[config.mk]
export PLATFORM = sky130hd
export DESIGN_NAME = gba_cfg
export DESIGN_NICKNAME = d
export VERILOG_FILES = /design/src/sv/gba_pkg.sv /design/src/sv/gba_cfg.sv
export SDC_FILE = /design/constraint.sdc
export NUM_CORES = 1
export LEC_CHECK = 0
export ABC_CLOCK_PERIOD_IN_PS = 1200
export BUFFER_PORTS_ARGS = -buffer_cell sky130_fd_sc_hd__buf_4
export CORE_MARGIN = 2
export CORE_UTILIZATION = 33
export CTS_CLUSTER_DIAMETER = 150
export DETAILED_ROUTE_END_ITERATION = 8
export MAX_ROUTING_LAYER = met4
export PLACE_DENSITY_LB_ADDON = 0.3
export SLEW_MARGIN = 10
export SYNTH_ARGS = -nofsm -noshare
export SYNTH_HDL_FRONTEND = slang
export SYNTH_SLANG_ARGS = --single-unit
[constraint.sdc]
create_clock -name clk -period 1.2 [get_ports clk]
set_clock_uncertainty 0.2 [all_clocks]
set_input_delay 0 -clock clk [delete_from_list [all_inputs] [get_ports clk]]
set_output_delay 0 -clock clk [all_outputs]
set_load 0.02 [all_outputs]
[src/sv/gba_pkg.sv]
// Shared types and constants of the grouped bitmap block allocator.
`timescale 1ns / 1ps
package gba_pkg;
	localparam int OPCODE_W    = 2;
	localparam int BLOCK_W     = 14;
	localparam int GROUP_SEL_W = 3;
	localparam int STATUS_W    = 2;
	localparam int BPG_W       = 11;
	localparam int GCOUNT_W    = 4;
	localparam int APB_ADDR_W  = 3;
	localparam int APB_DATA_W  = 32;

	localparam logic [OPCODE_W-1:0] OP_FIND  = 2'd0;
	localparam logic [OPCODE_W-1:0] OP_ALLOC = 2'd1;
	localparam logic [OPCODE_W-1:0] OP_FREE  = 2'd2;

	localparam logic [STATUS_W-1:0] ST_DONE    = 2'd0;
	localparam logic [STATUS_W-1:0] ST_NO_FREE = 2'd1;
	localparam logic [STATUS_W-1:0] ST_RANGE   = 2'd2;

	localparam logic REG_BPG    = 1'b0;
	localparam logic REG_GCOUNT = 1'b1;

	localparam logic [BPG_W-1:0]    BPG_RESET    = 11'd1024;
	localparam logic [GCOUNT_W-1:0] GCOUNT_RESET = 4'd8;

	// Effective configuration after rounding and saturation.
	typedef struct packed {
		logic [BPG_W-1:0]    bpg;
		logic [GCOUNT_W-1:0] ng;
	} cfg_t;
endpackage

[src/sv/gba_cfg.sv]
// APB configuration registers and their effective, saturated values.
`timescale 1ns / 1ps
module gba_cfg #(
	parameter int MAX_GROUPS     = 8,
	parameter int MAX_GROUP_BITS = 1024
) (
	input  logic                              clk,
	input  logic                              arst_n,
	input  logic                              psel,
	input  logic                              penable,
	input  logic                              pwrite,
	input  logic [gba_pkg::APB_ADDR_W-1:0]    paddr,
	input  logic [gba_pkg::APB_DATA_W-1:0]    pwdata,
	output logic [gba_pkg::APB_DATA_W-1:0]    prdata,
	output logic                              pready,
	output gba_pkg::cfg_t                     eff
);
	import gba_pkg::*;

	localparam int BPG_CAP = (MAX_GROUP_BITS / 8) * 8;

	logic [BPG_W-1:0]    bpg_q;
	logic [GCOUNT_W-1:0] gc_q;
	logic [BPG_W-1:0]    bpg_m8;
	logic                reg_idx;

	assign pready  = 1'b1;
	assign reg_idx = paddr[2];

	always_ff @(posedge clk or negedge arst_n) begin
		if (!arst_n) begin
			bpg_q <= BPG_RESET;
			gc_q  <= GCOUNT_RESET;
		end else if (psel && penable && pwrite) begin
			unique case (reg_idx)
				REG_BPG:    bpg_q <= pwdata[BPG_W-1:0];
				REG_GCOUNT: gc_q  <= pwdata[GCOUNT_W-1:0];
				default: ;
			endcase
		end
	end

	always_comb begin
		unique case (reg_idx)
			REG_BPG:    prdata = APB_DATA_W'(bpg_q);
			REG_GCOUNT: prdata = APB_DATA_W'(gc_q);
			default:    prdata = '0;
		endcase
	end

	// Round the group size down to whole bytes and keep both values in range.
	assign bpg_m8 = {bpg_q[BPG_W-1:3], 3'b000};

	always_comb begin
		if (bpg_m8 < BPG_W'(8)) begin
			eff.bpg = BPG_W'(8);
		end else if (32'(bpg_m8) > BPG_CAP) begin
			eff.bpg = BPG_W'(BPG_CAP);
		end else begin
			eff.bpg = bpg_m8;
		end
		if (gc_q == '0) begin
			eff.ng = GCOUNT_W'(1);
		end else if (32'(gc_q) > MAX_GROUPS) begin
			eff.ng = GCOUNT_W'(MAX_GROUPS);
		end else begin
			eff.ng = gc_q;
		end
	end
endmodule

==> impl_metrics.ini, run 1 <==
[run_status]
outcome = finished with violations
violations = setup timing

[clock_tree]
deepest_level_of_the_cts_h_tree = 1
cts_tree = built
cts.clk_slew.worst_paths_ns = 0.09
ctsLongestPathBuffers = 2
tritoncts.num_buffers = 3
cts_num_sinks = 15
clock_tree.root_cell = clkbuf_4
insertion_delay_ns = 0.28

[min_path]
hold_depth = 3
min_to = gc_q[1]$_DFFE_PN0P_
hp-start = paddr[2]
hold_path_class = input port to flip-flop

[floorplan]
num_rows = 19
core_area_um2 = 2760
initial_utilization_pct = 35.0
floorplan.io_pins = 88
die_height_um = 58.1
fp.dieW_um = 58.1
die_area_um2 = 3370

[worst_setup_path]
regToRegEndpoint = bpg_q[5]$_DFFE_PN0P_
crit_path_end_kind = output port
cp_data_required_time_ns = 1.00
setup.reg_to_reg.worst_slack_ns = 0.02
kind_of_cell_adding_the_most_delay_to_the_critical_path = simple AND/OR/NAND/NOR gates
critPathArrivalTime_ns = 1.62
critical_path.slowest_cell = or4_4
crit_cells = 3
worstSetupStartpointType = flip-flop
timing.setup.critical_path_class = flip-flop to output port
depth_of_the_most_critical_reg_to_reg_path = 3
worst-path-max-fanout = 2
startpoint_of_the_most_critical_register_to_register_path = bpg_q[5]$_DFFE_PN0P_
critical_path.n_buffers_inverters = 1
critical-path-max-stage-delay_ns = 0.54
critical_path.cell_chain = or4_4, o41ai_4, buf_4

[yosys]
synth_area_um2 = 965
synth.area.top_cells = dfrtp_1 34%, mux2_2 22%, buf_4 19%
post-synth-top-area-fraction_pct = 33.7
seq_area_frac_synth_pct = 39.2
synth_area_leader = dfrtp_1
post_synth_inst_count = 88
mean_syn_cell_area_um2 = 11.0
yosys_warnings = 0
ys_types = 15
synthesized_flop_and_latch_total = 15

[cells_and_area]
areaGrowthSynthToFinish_pct = 68.2
final_nets = 192
fraction_of_layout_cells_with_a_size_suffix_above_1_pct = 60.3
layout.core_utilization_pct = 58.8
insertedDiodeCount = 0

[global_routing]
grt_pass1_vias = 673
grt_start_max_net_pins = 16
grt_first_pass_wirelength_mm = 3.02
use_met2_pct = 20.6
initial_antenna_violation_count = 0
use_met1_pct = 14.3
track_usage_pct = 12.0
global_route.overflow_total = 0
gr-usage-met3_pct = 1.56
grt-busiest-layer = met2

[placed_design]
routabilityCongestion = 0.688
placement.io_buffers = 39
pre_cts_ws_ns = -0.317
hpwl_after_detailed_placement_mm = 1.45

[power]
power.density_nw_per_um2 = 1430
clock_share_of_power_pct = 12.4
intPower_w = 0.00150
power_switching_w = 0.000829
peakVddDrop_v = 0.000941
power.switching_fraction_pct = 35.7
power.static_leakage_nw = 0.810
power.sequential.fraction_pct = 32.2
power_frac_comb_pct = 55.4

[routing]
detailedRoute.firstIterationViolations = 16
detail_route.drc_violations = 0
routed-via-count = 777
route.detailed.vias_per_inst = 4.27
antenna_violating_nets_post_route = 0
dr.pass1.iters = 4
wl_per_cell_um = 11.8
drt_wl_total_mm = 2.16

[timing]
timing.final.ws_setup_ns = -0.620
max_freq_mhz = 549
fin_crit_sh_pct = 152
finalCriticalPeriod_ns = 1.82
number_of_slew_limit_violations_in_the_final_report = 0
final-hold-violation-count = 0
grt_setup_unrepaired = true
total_of_endpoints_with_negative_setup_slack_in_the_final_report = 22

[run]
cap_viol_max_count = 0
power groups by stage:
| stage | clock, W | combinational, W | sequential [W] |
|---|---|---|---|
| 2_1_floorplan | 0 | 0.000649 | 0.000704 |
| 3_5_place_dp | 0 | 0.000960 | 0.000736 |
| 3_3_place_gp | 0 | 0.000956 | 0.000729 |
| 4_1_cts | 0.000302 | 0.00115 | 0.000732 |
| 6_report | 0.000289 | 0.00129 | 0.000748 |
| 5_1_grt | 0.000323 | 0.00137 | 0.000763 |
flip-flops by register name (all words and copies together) (netlist names):
| signal | flops |
|---|---|
| gc_q | 4 |
| bpg_q | 11 |
cells by family after synthesis:
logic type / Yosys count / share of synthesized area, %
simple gates: 20 / 13.5
flops: 15 / 39.2
mux: 19 / 22.2
buf+inv: 30 / 21.7
compound gates: 2 / 2.72
other cells: 2 / 0.779
cell usage after synthesis, drive strengths merged:
| cell | count |
|---|---|
| buf | 27 |
| mux2 | 19 |
| nor2b | 15 |
| dfrtp | 13 |
| clkbuf | 3 |
| conb | 2 |
| dfstp | 2 |
| nand2b | 1 |
| nand4 | 1 |
| nand4b | 1 |
| nor2 | 1 |
| o21ba | 1 |
| o41ai | 1 |
| or4 | 1 |
worst reg2reg max path: stages (launching register included):
cell and delay [ns]:
dfrtp_1 0.39, buf_4 0.13, buf_6 0.10, mux2_2 0.25
stage by stage:
stage	TNS (ns)	total power (W)	cell area (um^2)	hold WS, ns	cells
2_1_floorplan	-0.259	0.00135	1070	-0.496	111
3_3_place_gp	-0.310	0.00168	1250	-0.337	159
3_5_place_dp	-0.317	0.00170	1250	-0.335	159
4_1_cts	-3.98	0.00219	1520	0.0235	180
5_1_grt	-5.07	0.00246	1620	0.0335	182
6_report	-3.93	0.00233	1620	0.0318	182
metal layers:
layer,wire [um],vias up
met1,826,355
met4,34,0
li1,-,368
met3,215,4
met5,0,-
met2,1080,50
how the worst max path moves through the flow:
stage / start / endpoint
floorplan: bpg_q[5]$_DFFE_PN0P_ / eff[7]
global placement: bpg_q[5]$_DFFE_PN0P_ / eff[7]
detailed placement: bpg_q[5]$_DFFE_PN0P_ / eff[7]
CTS: bpg_q[5]$_DFFE_PN0P_ / eff[7]
global route: bpg_q[5]$_DFFE_PN0P_ / eff[7]
finish: bpg_q[5]$_DFFE_PN0P_ / eff[7]
cell type report:
cell class,instances,area (um^2)
well taps,31,38.8
flip-flops and latches,15,379
clock inverters,1,5.00
repair buffers,66,618
multi-input cells,66,559
fillers,240,1130
clock buffers,3,22.5
layout by cell type, fill, tap and decap left out, drive strengths merged:
master / Yosys / final
o41ai: 1 / 1
nor2: 1 / 1
nand4: 1 / 1
nand2b: 1 / 1
or4: 1 / 1
nor2b: 15 / 15
dfstp: 2 / 2
nand4b: 1 / 1
dlygate4sd3: 0 / 13
mux2: 19 / 19
clkinv: 0 / 1
clkbuf: 3 / 3
conb: 2 / 25
dfrtp: 13 / 13
o21ba: 1 / 1
buf: 27 / 53
what timing repair did:
item	in CTS	in global routing
resized for setup	20	24
endpoints found under the hold margin	30	0
buffers inserted	4	3
pin swaps	0	1
hold buffers	13	0
setup endpoints to repair	23	24
Power figures use the tool's default switching activity.
==> run 2: changes to the inputs <==
ABC_CLOCK_PERIOD_IN_PS = unset   (was 1200)
CORE_ASPECT_RATIO = 1.4   (was unset)
==> impl_metrics.ini, run 2 (synthesis results as in run 1) <==
[routing]
route.detailed.vias_per_inst = 4.14
antenna_violating_nets_post_route = 0
dr.pass1.iters = 2
wl_per_cell_um = 12.1
routed-via-count = 762
detail_route.drc_violations = 0
drt_wl_total_mm = 2.22
detailedRoute.firstIterationViolations = 8

[worst_setup_path]
worstSetupStartpointType = flip-flop
regToRegEndpoint = bpg_q[10]$_DFFE_PN1P_
critPathArrivalTime_ns = 1.55
timing.setup.critical_path_class = flip-flop to output port
startpoint_of_the_most_critical_register_to_register_path = bpg_q[10]$_DFFE_PN1P_
depth_of_the_most_critical_reg_to_reg_path = 2
worst-path-max-fanout = 2
cp_data_required_time_ns = 1.00
crit_path_end_kind = output port
setup.reg_to_reg.worst_slack_ns = 0.05
crit_path_start = bpg_q[7]$_DFFE_PN0P_
crit_path_end = eff[7]

[placed_design]
routabilityCongestion = 0.690
placement.io_buffers = 39
placedInstanceArea_um2 = 1280
hpwl_after_detailed_placement_mm = 1.56

[clock_tree]
deepest_level_of_the_cts_h_tree = 1
cts.clk_slew.worst_paths_ns = 0.06
ctsLongestPathBuffers = 2
insertion_delay_ns = 0.24
tritoncts.num_buffers = 3
clock_tree.root_cell = clkbuf_8
cts_tree = built
cts_num_sinks = 15

[global_routing]
initial_antenna_violation_count = 0
grt_first_pass_wirelength_mm = 3.31
global_route.overflow_total = 0
track_usage_pct = 13.3
grt_start_max_net_pins = 16
grt_pass1_vias = 752

[floorplan]
num_rows = 23
fp.dieW_um = 49.7
floorplan.io_pins = 88
die_area_um2 = 3380
die_height_um = 68.0
initial_utilization_pct = 34.2
core_area_um2 = 2820

[cells_and_area]
largest_register_ffs = 11
post-route-cell-area_um2 = 1600
reg.largest.list = bpg_q (11), gc_q (4)
areaGrowthSynthToFinish_pct = 66.0
fraction_of_layout_cells_with_a_size_suffix_above_1_pct = 59.2
final_nets = 188
insertedDiodeCount = 0
largest-register = bpg_q
mostFrequentLayoutCell = buf_4
layout_common_cells = 29 x buf_4, 25 x conb_1, 19 x buf_6

[timing]
final-hold-violation-count = 0
hold_slack_ns = 0.0937
total_of_endpoints_with_negative_setup_slack_in_the_final_report = 21
fin_tns_setup_ns = -2.39
number_of_slew_limit_violations_in_the_final_report = 0
timing.final.ws_setup_ns = -0.554
finalCriticalPeriod_ns = 1.75
grt_setup_unrepaired = true
max_freq_mhz = 570
fin_crit_sh_pct = 146

[power]
power.density_nw_per_um2 = 1480
power.static_leakage_nw = 0.792
peakVddDrop_v = 0.000826
overall_power_w = 0.00237

[run_status]
outcome = finished with violations
violations = setup timing

[min_path]
hold_path_class = input port to flip-flop

[run]
cap_viol_max_count = 0
run 2: cell types whose count changed in the layout (fill, tap and decap cells not counted), sizes merged:
cell / before / now
buf: 53 / 49
clkbuf: 3 / 4
clkinv: 1 / 0
run 2: final cells by class:
class                           instances  area (um^2)
Sequential cell                        15          380
Timing Repair Buffer                   62          582
Fill cell                             253         1220
Tap cell                               37         46.3
Multi-Input combinational cell         66          548
Clock buffer                            4         45.0
run 2: worst min-delay path by stage:
stage | cells past startpoint | slack, ns | endpoint | from
after floorplan | 0 | -0.50 | bpg_q[0]$_DFFE_PN0P_ | arst_n
after global placement | 1 | -0.33 | gc_q[2]$_DFFE_PN0P_ | arst_n
after detailed placement | 1 | -0.33 | gc_q[2]$_DFFE_PN0P_ | arst_n
after CTS | 3 | 0.1 | gc_q[1]$_DFFE_PN0P_ | pwrite
after global routing | 3 | 0.11 | gc_q[0]$_DFFE_PN0P_ | pwrite
final | 3 | 0.09 | gc_q[1]$_DFFE_PN0P_ | pwrite
run 2: stage by stage:
stage               cells  setup WS [ns]  utilization, %
floorplan             111         -0.259               -
global placement      166         -0.287            45.4
detailed placement    166         -0.311            45.4
CTS                   185         -0.562            54.3
global route          184         -0.592            56.8
finish                184         -0.554            56.8
run 2: repair_timing:
| action | 4_1_cts | 5_1_grt |
|---|---|---|
| pin swaps | 1 | 1 |
| buffers inserted | 3 | 1 |
| hold endpoints to repair | 30 | 0 |
| hold buffers | 13 | 0 |
| resized for setup | 16 | 24 |
| endpoints found under the setup margin | 20 | 24 |
run 2: per-layer routing:
metal	wire, um	vias to the layer above	track usage [%]
met5	0	-	-
li1	-	358	-
met1	852	358	13.9
met2	1210	46	25.8
met3	157	0	2.18
met4	0	0	3.13
run 2: power breakdown:
| part | leakage (nW) | switching (W) | total (W) | internal, W |
|---|---|---|---|---|
| clock | 0.0228 | 0.000157 | 0.000391 | 0.000234 |
| combinational | 0.594 | 0.000542 | 0.00123 | 0.000688 |
| sequential | 0.175 | 0.000113 | 0.000747 | 0.000634 |
| total | 0.792 | 0.000813 | 0.00237 | 0.00156 |
run 2: critical path, cell delays in order (launching register included):
cell and delay [ns]:
dfrtp_1 0.38, or4_4 0.55, o41ai_4 0.21, buf_4 0.19
==> run 3: changes to the inputs <==
==> constraint.sdc (replaced) <==
create_clock -name clk -period 1.2 [get_ports clk]
set_clock_uncertainty 0.2 [all_clocks]
set_input_delay 0.24 -clock clk [delete_from_list [all_inputs] [get_ports clk]]
set_output_delay 0.24 -clock clk [all_outputs]
set_load 0.02 [all_outputs]
==> impl_metrics.ini, run 3 (synthesis results as in run 1) <==
[run_status]
outcome = finished with violations
violations = setup timing

[worst_setup_path]
worst-path-max-fanout = 2
critPathArrivalTime_ns = 1.57
crit_path_start = bpg_q[6]$_DFFE_PN0P_
setup.reg_to_reg.worst_slack_ns = 0
crit_path_end = eff[7]
regToRegEndpoint = bpg_q[7]$_DFFE_PN0P_
depth_of_the_most_critical_reg_to_reg_path = 3
timing.setup.critical_path_class = flip-flop to output port
worstSetupStartpointType = flip-flop
crit_path_end_kind = output port
startpoint_of_the_most_critical_register_to_register_path = bpg_q[7]$_DFFE_PN0P_
cp_data_required_time_ns = 0.76

[cells_and_area]
final_nets = 184
nFillCells = 246
fraction_of_layout_cells_with_a_size_suffix_above_1_pct = 69.9
seqCellArea_um2 = 378
largest_register_ffs = 11
largest-register = bpg_q
post-route-cell-area_um2 = 1650
reg.largest.list = bpg_q (11), gc_q (4)
layout.core_utilization_pct = 58.5
multi_input_area_um2 = 609
areaGrowthSynthToFinish_pct = 70.9
insertedDiodeCount = 0
mostFrequentLayoutCell = buf_6
layout_common_cells = 30 x buf_6, 25 x conb_1, 25 x buf_4

[routing]
antenna_violating_nets_post_route = 0
dr.pass1.iters = 2
routed-via-count = 750
detailedRoute.firstIterationViolations = 1
wl_per_cell_um = 12.5
detail_route.drc_violations = 0
drt_wl_total_mm = 2.24
route.detailed.vias_per_inst = 4.17

[timing]
number_of_slew_limit_violations_in_the_final_report = 0
hold_slack_ns = 0.0261
timing.final.ws_setup_ns = -0.812
fin_crit_sh_pct = 168
finalCriticalPeriod_ns = 2.01
grt_setup_unrepaired = true
final-hold-violation-count = 0
fin_tns_setup_ns = -8.82
total_of_endpoints_with_negative_setup_slack_in_the_final_report = 23
max_freq_mhz = 497

[clock_tree]
ctsLongestPathBuffers = 2
deepest_level_of_the_cts_h_tree = 1
cts.clk_slew.worst_paths_ns = 0.06
tritoncts.num_buffers = 3
cts_num_sinks = 15
clock_tree.root_cell = clkbuf_8
cts_tree = built
insertion_delay_ns = 0.25

[floorplan]
die_area_um2 = 3380
core_area_um2 = 2820
num_rows = 23
die_height_um = 68.0
initial_utilization_pct = 34.2
floorplan.io_pins = 88
fp.dieW_um = 49.7

[global_routing]
track_usage_pct = 14.8
grt_start_max_net_pins = 16
grt_pass1_vias = 799
initial_antenna_violation_count = 0
grt_first_pass_wirelength_mm = 3.64
global_route.overflow_total = 0

[min_path]
hold_path_class = input port to flip-flop

[placed_design]
routabilityCongestion = 0.673
hpwl_after_detailed_placement_mm = 1.71
placement.io_buffers = 39
placedInstanceArea_um2 = 1320

[power]
power.static_leakage_nw = 0.832
power.density_nw_per_um2 = 1570
peakVddDrop_v = 0.00105

[run]
cap_viol_max_count = 0
-- run 3: cell types whose count changed in the layout (fill, tap and decap cells not counted), moves of 2 or more --
cell           previous run  this run
nor2b_2                   1         3
dfrtp_2                   2         0
nor2b_4                   7        12
mux2_2                   15        13
mux2_4                    4         6
buf_4                    29        25
dfrtp_1                  11        13
nor2b_1                   7         0
dlygate4sd3_1            13         1
buf_6                    19        30
-- run 3: stage by stage --
stage	instances	power, W	setup WS [ns]
after floorplan	111	0.00142	-0.499
after global placement	169	0.00178	-0.538
after detailed placement	169	0.00179	-0.560
after CTS	178	0.00250	-0.839
after global routing	180	0.00273	-0.886
final	180	0.00259	-0.812
-- run 3: area by class of cell --
| cell class | count | share of cell area, % |
|---|---|---|
| multi-input combinational | 66 | 36.9 |
| timing repair buffer | 58 | 34.6 |
| sequential | 15 | 22.9 |
| tap | 37 | 2.81 |
| clock buffer | 4 | 2.73 |
-- run 3: timing repair --
item | in CTS | in global routing
pin swaps | 0 | 0
endpoints found under the setup margin | 23 | 25
setup buffers | 4 | 3
hold buffers | 1 | 0
resized for setup | 34 | 18
hold endpoints to repair | 15 | 0
-- run 3: per-layer routing --
layer | wire length [um] | global-route usage, % | vias up
li1 | - | - | 352
met1 | 784 | 14.3 | 348
met2 | 1200 | 27.2 | 46
met3 | 220 | 4.59 | 4
met4 | 36 | 6.25 | 0
met5 | 0 | - | -
-- run 3: power breakdown --
group	switching (W)	internal [W]
logic	0.000590	0.000847
registers	0.000116	0.000631
clock network	0.000171	0.000235
total	0.000877	0.00171
-- run 3: critical path, stage by stage, from the launching register on --
cell	delay [ns]
dfrtp_1	0.39
or4_4	0.54
o41ai_4	0.21
buf_4	0.19
-- run 3: worst min-delay path by stage --
stage / start / endpoint / depth (start not counted)
after floorplan: arst_n / bpg_q[0]$_DFFE_PN0P_ / 0
after global placement: arst_n / gc_q[0]$_DFFE_PN0P_ / 1
after detailed placement: arst_n / gc_q[0]$_DFFE_PN0P_ / 1
after CTS: pwdata[10] / bpg_q[10]$_DFFE_PN1P_ / 2
after global routing: pwdata[4] / bpg_q[4]$_DFFE_PN0P_ / 2
final: pwdata[10] / bpg_q[10]$_DFFE_PN1P_ / 2
